File: config.mk
export PLATFORM = sky130hd
export DESIGN_NAME = hnl_queue
export DESIGN_NICKNAME = d
export VERILOG_FILES = /design/src/hw/rtl/hnl_pkg.sv /design/src/hw/rtl/hnl_queue.sv
export SDC_FILE = /design/constraint.sdc
export NUM_CORES = 1
export LEC_CHECK = 0
export BUFFER_PORTS_ARGS = -buffer_cell sky130_fd_sc_hd__buf_2
export CAP_MARGIN = 20
export CORE_AREA = 2 2 231 233
export CTS_BUF_LIST = sky130_fd_sc_hd__clkbuf_8
export DETAILED_ROUTE_END_ITERATION = 7
export DIE_AREA = 0 0 233 235
export GPL_TIMING_DRIVEN = 0
export PLACE_DENSITY_LB_ADDON = 0.12
export SLEW_MARGIN = 40
export SYNTH_ARGS = -nofsm -noshare
export SYNTH_HDL_FRONTEND = slang
export SYNTH_SLANG_ARGS = --single-unit
File: constraint.sdc
create_clock -name clock -period 2.9 [get_ports clock]
set_input_delay 0.29 -clock clock [delete_from_list [all_inputs] [get_ports clock]]
set_output_delay 0.29 -clock clock [all_outputs]
set_load 0.01 [all_outputs]
File: src/hw/rtl/hnl_pkg.sv
// Package for the terrain cell lighting block: payload and command types,
// sizes, register indexes and state encodings. It depends on nothing else.
package hnl_pkg;

   localparam int GRID_SIZE   = 128;
   localparam int GRID_BITS   = 7;
   localparam int ADDR_BITS   = 14;
   localparam int MEM_DEPTH   = GRID_SIZE * GRID_SIZE;
   localparam int CELL_WIDTH  = 32;
   localparam int EDGE_HIGH   = 98;
   localparam int LEVEL_HALF  = 30;
   localparam int LEVEL_MAX   = 60;
   localparam int QUEUE_DEPTH = 4;
   localparam int QPTR_BITS   = 2;
   localparam int K_BITS      = 18;
   localparam int D_BITS      = 28;
   localparam int KK_BITS     = 35;
   localparam int LL_BITS     = 18;
   localparam int S_BITS      = 18;
   localparam int LIGHT_RESET_X = -150;
   localparam int LIGHT_RESET_Y = -150;
   localparam int LIGHT_RESET_Z = 180;

   typedef enum logic [1:0] {
      CSR_LIGHT_X = 2'd0,
      CSR_LIGHT_Y = 2'd1,
      CSR_LIGHT_Z = 2'd2
   } csr_index_type;

   typedef struct packed {
      logic [6:0] cell_x;
      logic [6:0] cell_y;
      logic [7:0] height_top_left;
      logic [7:0] height_top_right;
      logic [7:0] height_bottom_right;
      logic [7:0] height_bottom_left;
   } req_type;

   typedef struct packed {
      logic [5:0] light_level;
      logic       updated;
   } rsp_type;

   typedef struct packed {
      logic signed [8:0] x;
      logic signed [8:0] y;
      logic signed [8:0] z;
   } light_type;

   typedef struct packed {
      logic signed [15:0] cx;
      logic signed [15:0] cy;
      logic signed [15:0] cz;
   } normal_type;

   // One classified item as it waits between the front and the back.
   typedef struct packed {
      logic                    interior;
      logic [GRID_BITS-1:0]    x;
      logic [GRID_BITS-1:0]    y;
      logic signed [8:0]       ua;
      logic signed [8:0]       ub;
      logic signed [8:0]       la;
      logic signed [8:0]       lb;
      logic [S_BITS-1:0]       s_up;
      logic [S_BITS-1:0]       s_lo;
   } cmd_type;

   typedef struct packed {
      logic              start;
      logic signed [8:0] c;
      logic [S_BITS-1:0] s;
   } unit_req_type;

   typedef struct packed {
      logic               done;
      logic signed [15:0] comp;
   } unit_rsp_type;

   typedef struct packed {
      logic        start;
      logic [63:0] x;
      logic [31:0] y;
   } mul_req_type;

   typedef struct packed {
      logic        done;
      logic [63:0] product;
   } mul_rsp_type;

   typedef enum logic [1:0] {
      UNIT_IDLE,
      UNIT_DIV,
      UNIT_SQRT
   } unit_state_type;

   typedef enum logic [3:0] {
      BK_CLEAR,
      BK_IDLE,
      BK_NORM_START,
      BK_NORM_WAIT,
      BK_STORE,
      BK_READ,
      BK_ACC,
      BK_DOT,
      BK_PROD,
      BK_PWAIT,
      BK_SQ,
      BK_SQWAIT,
      BK_SRCH,
      BK_SWAIT,
      BK_OUT
   } back_state_type;

   function automatic logic [ADDR_BITS-1:0] cell_addr(input logic [GRID_BITS-1:0] y,
                                                      input logic [GRID_BITS-1:0] x);
      cell_addr = ADDR_BITS'(ADDR_BITS'(y) * ADDR_BITS'(GRID_SIZE) + ADDR_BITS'(x));
   endfunction

endpackage

File: src/hw/rtl/hnl_queue.sv
// Short command queue between the front and the back of the lighting block.
// Uses hnl_pkg for the entry type and depth.
module hnl_queue (
   input  logic             clock,
   input  logic             reset,
   input  logic             push,
   input  hnl_pkg::cmd_type push_data,
   input  logic             pop,
   output hnl_pkg::cmd_type head,
   output logic             full,
   output logic             empty
);
   import hnl_pkg::*;

   cmd_type                entry_ff [QUEUE_DEPTH];
   logic [QPTR_BITS-1:0]   wr_ptr_ff, wr_ptr_in;
   logic [QPTR_BITS-1:0]   rd_ptr_ff, rd_ptr_in;
   logic [QPTR_BITS:0]     count_ff, count_in;

   always_comb begin
      full      = (count_ff == (QPTR_BITS+1)'(QUEUE_DEPTH));
      empty     = (count_ff == '0);
      head      = entry_ff[rd_ptr_ff];
      wr_ptr_in = push ? wr_ptr_ff + 1'b1 : wr_ptr_ff;
      rd_ptr_in = pop ? rd_ptr_ff + 1'b1 : rd_ptr_ff;
      count_in  = count_ff + (QPTR_BITS+1)'(push) - (QPTR_BITS+1)'(pop);
   end

   always_ff @(posedge clock) begin
      if (reset) begin
         wr_ptr_ff <= '0;
         rd_ptr_ff <= '0;
         count_ff  <= '0;
      end else begin
         wr_ptr_ff <= wr_ptr_in;
         rd_ptr_ff <= rd_ptr_in;
         count_ff  <= count_in;
      end
   end

   always_ff @(posedge clock) begin
      if (push) begin
         entry_ff[wr_ptr_ff] <= push_data;
      end
   end

   assert property (@(posedge clock) disable iff (reset) !(push && full && !pop))
      else $error("queue written while full");
   assert property (@(posedge clock) disable iff (reset) !(pop && empty))
      else $error("queue read while empty");
   assert property (@(posedge clock) disable iff (reset)
                    count_ff <= (QPTR_BITS+1)'(QUEUE_DEPTH))
      else $error("queue count beyond its depth");

endmodule

==> flow_metrics.env <==
export IMPL_synth_area_per_cell_um2=26.1
export IMPL_worstSkewPairLatency_ns=0.62
export IMPL_antenna_found_initial=1
export IMPL_cts_clk_slew_worst_paths_ns=0.06
export IMPL_dp_hpwl_um=18200
export IMPL_mostFrequentLayoutCell="edfxtp_1"
export IMPL_crit_fanout=10
export IMPL_synth_distinct_cells=22
export IMPL_coreArea_um2=52200
export IMPL_drc=0
export IMPL_ant_nets=0
export IMPL_drtIter0Drc=215
export IMPL_hold_viol_final=0
export IMPL_critPathLaunchType="flip-flop"
export IMPL_rsz0062_at_grt="no"
export IMPL_syn_inst=497
export IMPL_cts_num_sinks=357
export IMPL_die_h_um=235
export IMPL_cts_buffer_depth=3
export IMPL_crit_required_ns=2.61
export IMPL_drive_above_1_share=0.430
export IMPL_worstMarginPinSlew_ns=0.770
export IMPL_pwr_density_cell_nw_per_um2=686
export IMPL_grt_use_total=0.107
export IMPL_setup_viol=0
export IMPL_fin_crit_sh=0.925
export IMPL_postLayoutCoreUtil=0.328
export IMPL_fin_skew_ns=0.0292
export IMPL_hp_class="in -> reg"
export IMPL_ys_seq_elements=357
export IMPL_place_congestion=0.693
export IMPL_htree_levels=3
export IMPL_drv_cap=0
export IMPL_cts_root_buffer="clkbuf_8"
export IMPL_finalWirelength_um=28500
export IMPL_area_growth_pct=32.0
export IMPL_nNetsFinal=945
export IMPL_via_per_inst=4.06
export IMPL_worst_setup_path_type="reg -> out"
export IMPL_num_vias=6442
export IMPL_die_area_um2=54800
export IMPL_ctsResizeCount=0
export IMPL_portBuffers=179
export IMPL_final_cell_mix="348 x edfxtp_1, 189 x buf_2, 90 x dlygate4sd3_1"
export IMPL_max_vdd_ir_drop_v=0.000284
export IMPL_first_global_vias=7445
export IMPL_max_freq_ghz=0.373
export IMPL_status="complete, no violations"
export IMPL_initial_core_util=0.249
export IMPL_synth_area_um2=13000
export IMPL_grt_start_max_net_pins=32
export IMPL_yosys_warnings=0
export IMPL_cts_buffers=67
export IMPL_critPathCaptureType="primary output"
export IMPL_p_leak_uw=0.00584
export IMPL_yosysSeqAreaShare=0.818
export IMPL_cp_arrival_ns=2.39
export IMPL_period_needed_ns=2.68
export IMPL_die_x_um=233
export IMPL_cts_tree="built"
export IMPL_grt_first_pass_wirelength_um=43200
export IMPL_num_io_pins=180
export IMPL_setup_tns_ns=0
export IMPL_drtPass1Iterations=4
export IMPL_max_slew_margin=0.487
export IMPL_synth_fp_nets=595
export IMPL_final_max_slew_viol_count=0
export IMPL_overflow=0
export IMPL_fp_row_count=84
export IMPL_wl_per_cell_um=18.0
==> routing by layer <==
layer  track usage  up-vias  share of wire
met2         0.181      184           0.51
li1              -     2851              -
met1         0.118     3347           0.39
met4        0.0521        0          0.026
met5             0        -              0
met3        0.0382       60          0.072
==> synth_stat cells, drive strengths merged <==
master  count  share of area
and2        4         0.0019
nor3        1        0.00038
ha          6         0.0058
nor2b       2        0.00096
nand3b      1        0.00058
edfxtp    348           0.80
fa          1         0.0015
nor2        5         0.0014
inv         6         0.0017
and3        1        0.00048
mux2i       1        0.00077
xnor2       2         0.0013
a21bo       1        0.00077
a21oi       1        0.00038
buf        15         0.0097
mux4       87           0.15
clkbuf      5         0.0014
dfxtp       9          0.014
xor3        1         0.0018
==> cell type report <==
cell class / instances / area, um^2
antenna: 1 / 2.50
buffer: 20 / 145
clock buffer: 71 / 977
clock inverter: 47 / 268
fill: 4962 / 35100
inverter: 6 / 22.5
multi-input combinational: 114 / 2210
sequential: 357 / 10600
tap: 688 / 861
timing repair buffer: 281 / 2040
==> worst max-delay path: stages, from the launching register on <==
cell and delay [ns]:
dfxtp_1 0.30, buf_2 0.24, buf_2 0.33, buf_2 0.35, mux4_2 0.38, buf_2 0.16
==> registers in the layout (all words and copies together) (netlist names), named ones only <==
name,count
wr_ptr_ff,2
count_ff,3
entry_ff,348
rd_ptr_ff,2
==> cell families after synthesis <==
| kind of cell | synth area share |
|---|---|
| flops | 0.818 |
| xor+xnor | 0.00318 |
| simple gates | 0.00578 |
| buf+inv | 0.0129 |
| mux | 0.152 |
| fa+ha+maj | 0.00732 |
| compound gates | 0.00116 |
==> path summary, 6_finish.rpt <==
check	startpoint	endpoint	slack [ns]	cells after the start
max	flip-flop	head[59]	0.22	5
min	push	wr_ptr_ff[1]	0.08	3
max reg2reg	wr_ptr_ff[0]	entry_ff[0][19]	1.09	5
min reg2reg	rd_ptr_ff[0]	rd_ptr_ff[1]	0.55	2
==> power by group <==
group / switching (uW) / internal (uW) / leakage (uW)
Sequential: 56.4 / 5930 / 0.00327
Combinational: 647 / 627 / 0.00189
Clock: 2060 / 2450 / 0.000678
Total: 2760 / 9000 / 0.00584
==> stage by stage <==
stage	setup WS [ns]	total power [uW]	hold WS, ns	instance area [um^2]	cells
6_report	0.219	11800	0.0837	17100	1585
5_1_grt	0.0251	12300	0.0585	17100	1585
2_1_floorplan	0.840	6750	0.362	13000	497
3_5_place_dp	0.760	7310	0.508	15000	1376
3_3_place_gp	-0.150	7240	0.499	14800	1364
4_1_cts	0.0288	12100	0.0138	17100	1584
==> what timing repair did <==
item                                    4_1_cts  5_1_grt
endpoints found under the setup margin        0        0
hold buffers                                 90        0
buffers inserted                              0        0
endpoints found under the hold margin       357        0
(Power assumes the default switching activity.)
