## config.mk

```make
export PLATFORM = sky130hd
export DESIGN_NAME = hnl_front
export DESIGN_NICKNAME = d
export VERILOG_FILES = /design/src/hw/rtl/hnl_pkg.sv /design/src/hw/rtl/hnl_front.sv
export SDC_FILE = /design/constraint.sdc
export NUM_CORES = 1
export LEC_CHECK = 0
export ABC_AREA = 1
export BUFFER_PORTS_ARGS = -buffer_cell sky130_fd_sc_hd__buf_4
export CAP_MARGIN = 20
export CORE_MARGIN = 4
export CORE_UTILIZATION = 55
export DETAILED_ROUTE_END_ITERATION = 8
export GPL_TIMING_DRIVEN = 1
export PLACE_DENSITY = 0.75
export SLEW_MARGIN = 0
export SYNTH_ARGS = -nofsm -noshare
export SYNTH_HDL_FRONTEND = slang
export SYNTH_SLANG_ARGS = --single-unit
```

## constraint.sdc

```tcl
create_clock -name vclk -period 18.3
set_input_delay 3.66 -clock vclk [all_inputs]
set_output_delay 3.66 -clock vclk [all_outputs]
set_load 0.01 [all_outputs]
```

## src/hw/rtl/hnl_pkg.sv

```systemverilog
// Package for the terrain cell lighting block: payload and command types,
// sizes, register indexes and state encodings. It depends on nothing else.
package hnl_pkg;

   localparam int GRID_SIZE   = 128;
   localparam int GRID_BITS   = 7;
   localparam int ADDR_BITS   = 14;
   localparam int MEM_DEPTH   = GRID_SIZE * GRID_SIZE;
   localparam int CELL_WIDTH  = 32;
   localparam int EDGE_HIGH   = 98;
   localparam int LEVEL_HALF  = 30;
   localparam int LEVEL_MAX   = 60;
   localparam int QUEUE_DEPTH = 4;
   localparam int QPTR_BITS   = 2;
   localparam int K_BITS      = 18;
   localparam int D_BITS      = 28;
   localparam int KK_BITS     = 35;
   localparam int LL_BITS     = 18;
   localparam int S_BITS      = 18;
   localparam int LIGHT_RESET_X = -150;
   localparam int LIGHT_RESET_Y = -150;
   localparam int LIGHT_RESET_Z = 180;

   typedef enum logic [1:0] {
      CSR_LIGHT_X = 2'd0,
      CSR_LIGHT_Y = 2'd1,
      CSR_LIGHT_Z = 2'd2
   } csr_index_type;

   typedef struct packed {
      logic [6:0] cell_x;
      logic [6:0] cell_y;
      logic [7:0] height_top_left;
      logic [7:0] height_top_right;
      logic [7:0] height_bottom_right;
      logic [7:0] height_bottom_left;
   } req_type;

   typedef struct packed {
      logic [5:0] light_level;
      logic       updated;
   } rsp_type;

   typedef struct packed {
      logic signed [8:0] x;
      logic signed [8:0] y;
      logic signed [8:0] z;
   } light_type;

   typedef struct packed {
      logic signed [15:0] cx;
      logic signed [15:0] cy;
      logic signed [15:0] cz;
   } normal_type;

   // One classified item as it waits between the front and the back.
   typedef struct packed {
      logic                    interior;
      logic [GRID_BITS-1:0]    x;
      logic [GRID_BITS-1:0]    y;
      logic signed [8:0]       ua;
      logic signed [8:0]       ub;
      logic signed [8:0]       la;
      logic signed [8:0]       lb;
      logic [S_BITS-1:0]       s_up;
      logic [S_BITS-1:0]       s_lo;
   } cmd_type;

   typedef struct packed {
      logic              start;
      logic signed [8:0] c;
      logic [S_BITS-1:0] s;
   } unit_req_type;

   typedef struct packed {
      logic               done;
      logic signed [15:0] comp;
   } unit_rsp_type;

   typedef struct packed {
      logic        start;
      logic [63:0] x;
      logic [31:0] y;
   } mul_req_type;

   typedef struct packed {
      logic        done;
      logic [63:0] product;
   } mul_rsp_type;

   typedef enum logic [1:0] {
      UNIT_IDLE,
      UNIT_DIV,
      UNIT_SQRT
   } unit_state_type;

   typedef enum logic [3:0] {
      BK_CLEAR,
      BK_IDLE,
      BK_NORM_START,
      BK_NORM_WAIT,
      BK_STORE,
      BK_READ,
      BK_ACC,
      BK_DOT,
      BK_PROD,
      BK_PWAIT,
      BK_SQ,
      BK_SQWAIT,
      BK_SRCH,
      BK_SWAIT,
      BK_OUT
   } back_state_type;

   function automatic logic [ADDR_BITS-1:0] cell_addr(input logic [GRID_BITS-1:0] y,
                                                      input logic [GRID_BITS-1:0] x);
      cell_addr = ADDR_BITS'(ADDR_BITS'(y) * ADDR_BITS'(GRID_SIZE) + ADDR_BITS'(x));
   endfunction

endpackage

```

## src/hw/rtl/hnl_front.sv

```systemverilog
// Front of the lighting block: takes items, flags edge cells and forms the
// height steps and squared lengths of both triangles. Uses hnl_pkg.
module hnl_front (
   input  logic             req_valid,
   input  hnl_pkg::req_type req_data,
   output logic             req_stall,
   input  logic             clearing,
   input  logic             queue_full,
   output logic             push,
   output hnl_pkg::cmd_type cmd
);
   import hnl_pkg::*;

   logic signed [8:0]  tl, tr, br, bl;
   logic signed [17:0] sq_ua, sq_ub, sq_la, sq_lb;

   always_comb begin
      tl = signed'({1'b0, req_data.height_top_left});
      tr = signed'({1'b0, req_data.height_top_right});
      br = signed'({1'b0, req_data.height_bottom_right});
      bl = signed'({1'b0, req_data.height_bottom_left});
      cmd.x  = req_data.cell_x;
      cmd.y  = req_data.cell_y;
      cmd.ua = tl - tr;
      cmd.ub = tl - bl;
      cmd.la = bl - br;
      cmd.lb = tr - br;
      sq_ua = cmd.ua * cmd.ua;
      sq_ub = cmd.ub * cmd.ub;
      sq_la = cmd.la * cmd.la;
      sq_lb = cmd.lb * cmd.lb;
      cmd.s_up = S_BITS'(sq_ua) + S_BITS'(sq_ub) + S_BITS'(CELL_WIDTH * CELL_WIDTH);
      cmd.s_lo = S_BITS'(sq_la) + S_BITS'(sq_lb) + S_BITS'(CELL_WIDTH * CELL_WIDTH);
      cmd.interior = (32'(req_data.cell_x) >= 32'd1) && (32'(req_data.cell_x) <= EDGE_HIGH) &&
                     (32'(req_data.cell_y) >= 32'd1) && (32'(req_data.cell_y) <= EDGE_HIGH) &&
                     (32'(req_data.cell_x) < GRID_SIZE) && (32'(req_data.cell_y) < GRID_SIZE);
      req_stall = clearing || queue_full;
      push      = req_valid && !req_stall;
   end

endmodule

```

==> flow_metrics.env, run 1 <==
export IMPL_synthTopCellsByArea="fa_1, ha_1, inv_1"
export IMPL_hp_start="req_data[42]"
export IMPL_first_pass_iters=5
export IMPL_synth_nets=2055
export IMPL_final_antenna_net_count=0
export IMPL_io_pins=138
export IMPL_worstMarginPinSlew_ps=800.3
export IMPL_cts_hold_buf=0
export IMPL_avgRoutedWirePerCell_um=15.10
export IMPL_slew_headroom=0.4627
export IMPL_rows=55
export IMPL_netlist_area_sq_mm=0.01287
export IMPL_nFillCells=2026
export IMPL_layout_cells_non_filler=1970
export IMPL_ys_seq_area_frac=0
export IMPL_synth_area_leader_cell="fa_1"
export IMPL_yosysWarnings=0
export IMPL_fin_crit_sh=0.8079
export IMPL_max_stage_delay_ps=520
export IMPL_fin_util=0.6173
export IMPL_num_vias=9832
export IMPL_core_area_sq_mm=0.02285
export IMPL_wirelength_um=29740
export IMPL_seq_cells=0
export IMPL_syn2layout_area_growth_pct=9.587
export IMPL_num_clock_buffers=0
export IMPL_holdPathStages=2
export IMPL_placedCellCount=1970
export IMPL_fp_dieH_um=161.0
export IMPL_start_util=0.5633
export IMPL_synthCells=1547
export IMPL_vias_per_cell=4.991
export IMPL_track_usage=0.2371
export IMPL_syn_area_per_cell_sq_um=8.318
export IMPL_tns_ps=0
export IMPL_setup_viol=0
export IMPL_crit_arrival_ps=11120
export IMPL_grt_max_degree=16
export IMPL_drt_iter0_markers=512
export IMPL_drive_gt1_frac=0.1129
export IMPL_grt_pass1_vias=10490
export IMPL_fin_crit_ps=14780
export IMPL_status="completed"
export IMPL_maxCapViolCount=0
export IMPL_hold_path_end="cmd[82]"
export IMPL_worst_ep_required_time_ps=14640
export IMPL_hp_class="input pin to output pin"
export IMPL_drc_errors=0
export IMPL_crit_fanout=15
export IMPL_endpoint_kind="output pin"
export IMPL_antenna_found_initial=1
export IMPL_post_cts_setup_buffers=0
export IMPL_gp_congestion=0.9100
export IMPL_cts_resized_gates=0
export IMPL_max_clock_freq_ghz=0.06764
export IMPL_die_w_um=161.0
export IMPL_hold_slack_ps=7506
export IMPL_rsz0062_at_grt="false"
export IMPL_n_antenna_cell=0
export IMPL_worst_setup_path_type="input pin to output pin"
export IMPL_fin_nets=2167
export IMPL_grt_overflow_total=0
export IMPL_final_seq_area_sq_um=0
export IMPL_cp_start_kind="input pin"
export IMPL_drv_slew=0
export IMPL_hold_viol_final=0
export IMPL_grt_pass1_wl_um=50360
export IMPL_synth_top_area_frac=0.4511
export IMPL_critical_path_slowest_cell="fa_1"
export IMPL_port_buffers=138
export IMPL_hpwl_um=27270
export IMPL_die_area_sq_mm=0.02591
export IMPL_yosysUniqueCellTypes=50
how the worst max path moves through the flow:
stage | start | end | slack (ps) | depth (start not counted)
after CTS | req_data[24] | cmd[33] | 3510 | 35
final | req_data[24] | cmd[33] | 3520 | 35
after floorplan | req_data[16] | cmd[15] | 4500 | 25
after detailed placement | req_data[24] | cmd[33] | 3500 | 35
after global routing | req_data[24] | cmd[35] | 3030 | 36
after global placement | req_data[24] | cmd[35] | 3660 | 36
per-stage QoR:
stage	cell area (sq um)	setup slack (ps)
floorplan	12870	4500
global route	14100	3034
detailed placement	14100	3500
finish	14100	3516
CTS	14100	3505
global placement	14100	3661
kinds of logic after synthesis:
group | count (synthesis) | synth area share
AOI/OAI and AO/OA | 85 | 0.04132
xor gates and xnor gates | 59 | 0.04453
adders and majority gates | 459 | 0.6155
buffers and inverters | 513 | 0.1567
and+or+nand+nor | 431 | 0.1420
cells in the final DEF, fill, tap and decap left out, types with 4 or more instances in the layout:
master and instances:
a21oi_1 37, clkinv_1 4, nor2_2 5, and2_1 5, a21o_1 4, ha_1 169, inv_1 471, nand3_1 37
xor2_1 35, nand3b_1 4, buf_4 138, o21ai_0 15, inv_2 9, xnor2_1 18, nand4_1 5, o21bai_1 6
o21ai_1 4, nand2_1 215, fa_1 290, nor2_1 128, nand2_2 6, nor3_1 8, or2_2 6
critical path: cells and delay by family:
family | cells | cell delay (ps)
fa+ha+maj | 10 | 4430
simple gates | 10 | 1230
compound gates | 4 | 890
buf+inv | 10 | 760
xor+xnor | 1 | 130
area by class of cell:
class	instances	area [sq um]	area share
Timing Repair Buffer	138	1036	0.07346
Inverter	485	1823	0.1293
Tap cell	313	391.6	0.02777
Multi-Input combinational cell	1034	10850	0.7695
cell usage after synthesis, types with 3 or more instances:
master and n:
clkbuf_1 7, o21ai_0 15, xor2_2 3, nand2_2 6, o21bai_1 6, nor2_1 128
a21o_1 4, buf_4 15, a21oi_1 37, nand4_1 5, nand2_1 215, xor2_1 35
inv_2 9, xnor2_1 18, buf_6 4, a21oi_2 3, o21ai_2 3, ha_1 169
nor2_4 3, fa_1 290, and2_1 5, clkinv_1 4, or2_2 6, nand3b_1 4
inv_1 471, nor3_1 8, nand3_1 37, nor2_2 5, a31oi_1 3, o21ai_1 4
layer usage:
layer  vias to the layer above  track usage  routed length, um  part of all wire
met2                       264       0.4110              14610              0.49
li1                       4702            -                  -                 -
met4                         2      0.04033                668             0.022
met3                        35      0.03105               1957             0.066
met1                      4829       0.3263              12490              0.42
met5                         -            0                 13           0.00044
Power of run 1 is not shown: default switching activity piles up to over one toggle a cycle in this logic, so the estimate is an artifact.
==> run 2, diff against run 1 <==
==> constraint.sdc (replaced) <==
create_clock -name vclk -period 15.35
set_input_delay 3.07 -clock vclk [all_inputs]
set_output_delay 3.07 -clock vclk [all_outputs]
set_load 0.01 [all_outputs]
==> flow_metrics.env, run 2 (synthesized netlist as in run 1, its figures left out) <==
export IMPL_fin_crit_ps=13630
export IMPL_hpwl_um=27050
export IMPL_antenna_found_initial=1
export IMPL_crit_arrival_ps=10560
export IMPL_max_stage_delay_ps=580
export IMPL_avgRoutedWirePerCell_um=14.95
export IMPL_setup_viol=0
export IMPL_grt_overflow_total=0
export IMPL_hold_viol_final=0
export IMPL_final_antenna_net_count=0
export IMPL_worst_ep_required_time_ps=12280
export IMPL_grt_max_degree=16
export IMPL_tns_ps=0
export IMPL_wirelength_um=29470
export IMPL_final_common_cell="inv_1"
export IMPL_port_buffers=138
export IMPL_first_pass_iters=5
export IMPL_gp_congestion=0.9225
export IMPL_worstMarginPinSlew_ps=793.6
export IMPL_fin_crit_sh=0.8877
export IMPL_slew_headroom=0.4671
export IMPL_io_pins=138
export IMPL_critical_path_slowest_cell="fa_1"
export IMPL_syn2layout_area_growth_pct=9.645
export IMPL_die_area_sq_mm=0.02591
export IMPL_num_vias=9894
export IMPL_startpoint="req_data[13]"
export IMPL_crit_end="cmd[15]"
export IMPL_cts_hold_buf=0
export IMPL_final_seq_area_sq_um=0
export IMPL_num_clock_buffers=0
export IMPL_hp_class="input pin to output pin"
export IMPL_vias_per_cell=5.020
export IMPL_drive_gt1_frac=0.1134
export IMPL_n_antenna_cell=0
export IMPL_endpoint_kind="output pin"
export IMPL_layout_common_cells="inv_1, fa_1, nand2_1, ha_1, buf_4"
export IMPL_rows=55
export IMPL_cp_start_kind="input pin"
export IMPL_cp_common_cell="fa_1"
export IMPL_drc_errors=0
export IMPL_grt_pass1_wl_um=50220
export IMPL_core_area_sq_mm=0.02285
export IMPL_maxCapViolCount=0
export IMPL_seq_cells=0
export IMPL_drv_slew=0
export IMPL_start_util=0.5633
export IMPL_grt_pass1_vias=10630
export IMPL_crit_fanout=15
export IMPL_nFillCells=2013
export IMPL_drt_iter0_markers=574
export IMPL_post_cts_setup_buffers=0
export IMPL_cts_resized_gates=0
export IMPL_fin_util=0.6176
export IMPL_fp_dieH_um=161.0
export IMPL_track_usage=0.2349
export IMPL_max_clock_freq_ghz=0.07339
export IMPL_rsz0062_at_grt="false"
export IMPL_status="completed"
export IMPL_fin_nets=2168
export IMPL_die_w_um=161.0
export IMPL_worst_setup_path_type="input pin to output pin"
## run 2: cell count changes in the layout (fill, tap and decap cells not counted)
cell   previous run  this run
buf_4           138       139
## run 2: per-layer routing
metal  global-route usage  part of all wire  wire [um]
met1               0.3217              0.42      12360
met2               0.4020              0.48      14260
met3              0.03490             0.071       2105
met4              0.04731             0.025        733
met5                    0           0.00044         13
## run 2: cell type report
class / instances / area (sq um) / area share
inverter: 485 / 1823 / 0.1292
multi-input combinational: 1034 / 10850 / 0.7691
tap: 313 / 391.6 / 0.02776
timing repair buffer: 139 / 1044 / 0.07396
## run 2: per-stage QoR
stage                     hold WS [ps]  setup WS, ps  instances  area, sq um
after detailed placement          6327          1745       1971        14110
final                             6326          1725       1971        14110
after global placement            6325          1860       1971        14110
after floorplan                   6216          2730       1547        12870
after CTS                         6327          1724       1971        14110
after global routing              6335          1279       1971        14110
## run 2: worst max-delay path, delay by kind of cell
kind,cells,cell delay (ps)
compound gates,5,1260
fa+ha+maj,9,4270
xor+xnor,1,140
buf+inv,9,990
simple gates,4,780
## run 2: worst min path at each step
stage / start / end / slack (ps) / cells after the start
2_1_floorplan: req_data[0] / cmd[0] / 6220 / 1
3_3_place_gp: req_data[42] / cmd[82] / 6320 / 2
3_5_place_dp: req_data[42] / cmd[82] / 6330 / 2
4_1_cts: req_data[42] / cmd[82] / 6330 / 2
5_1_grt: req_data[42] / cmd[82] / 6340 / 2
6_report: req_data[42] / cmd[82] / 6330 / 2
Power of run 2 is left out for the same reason.
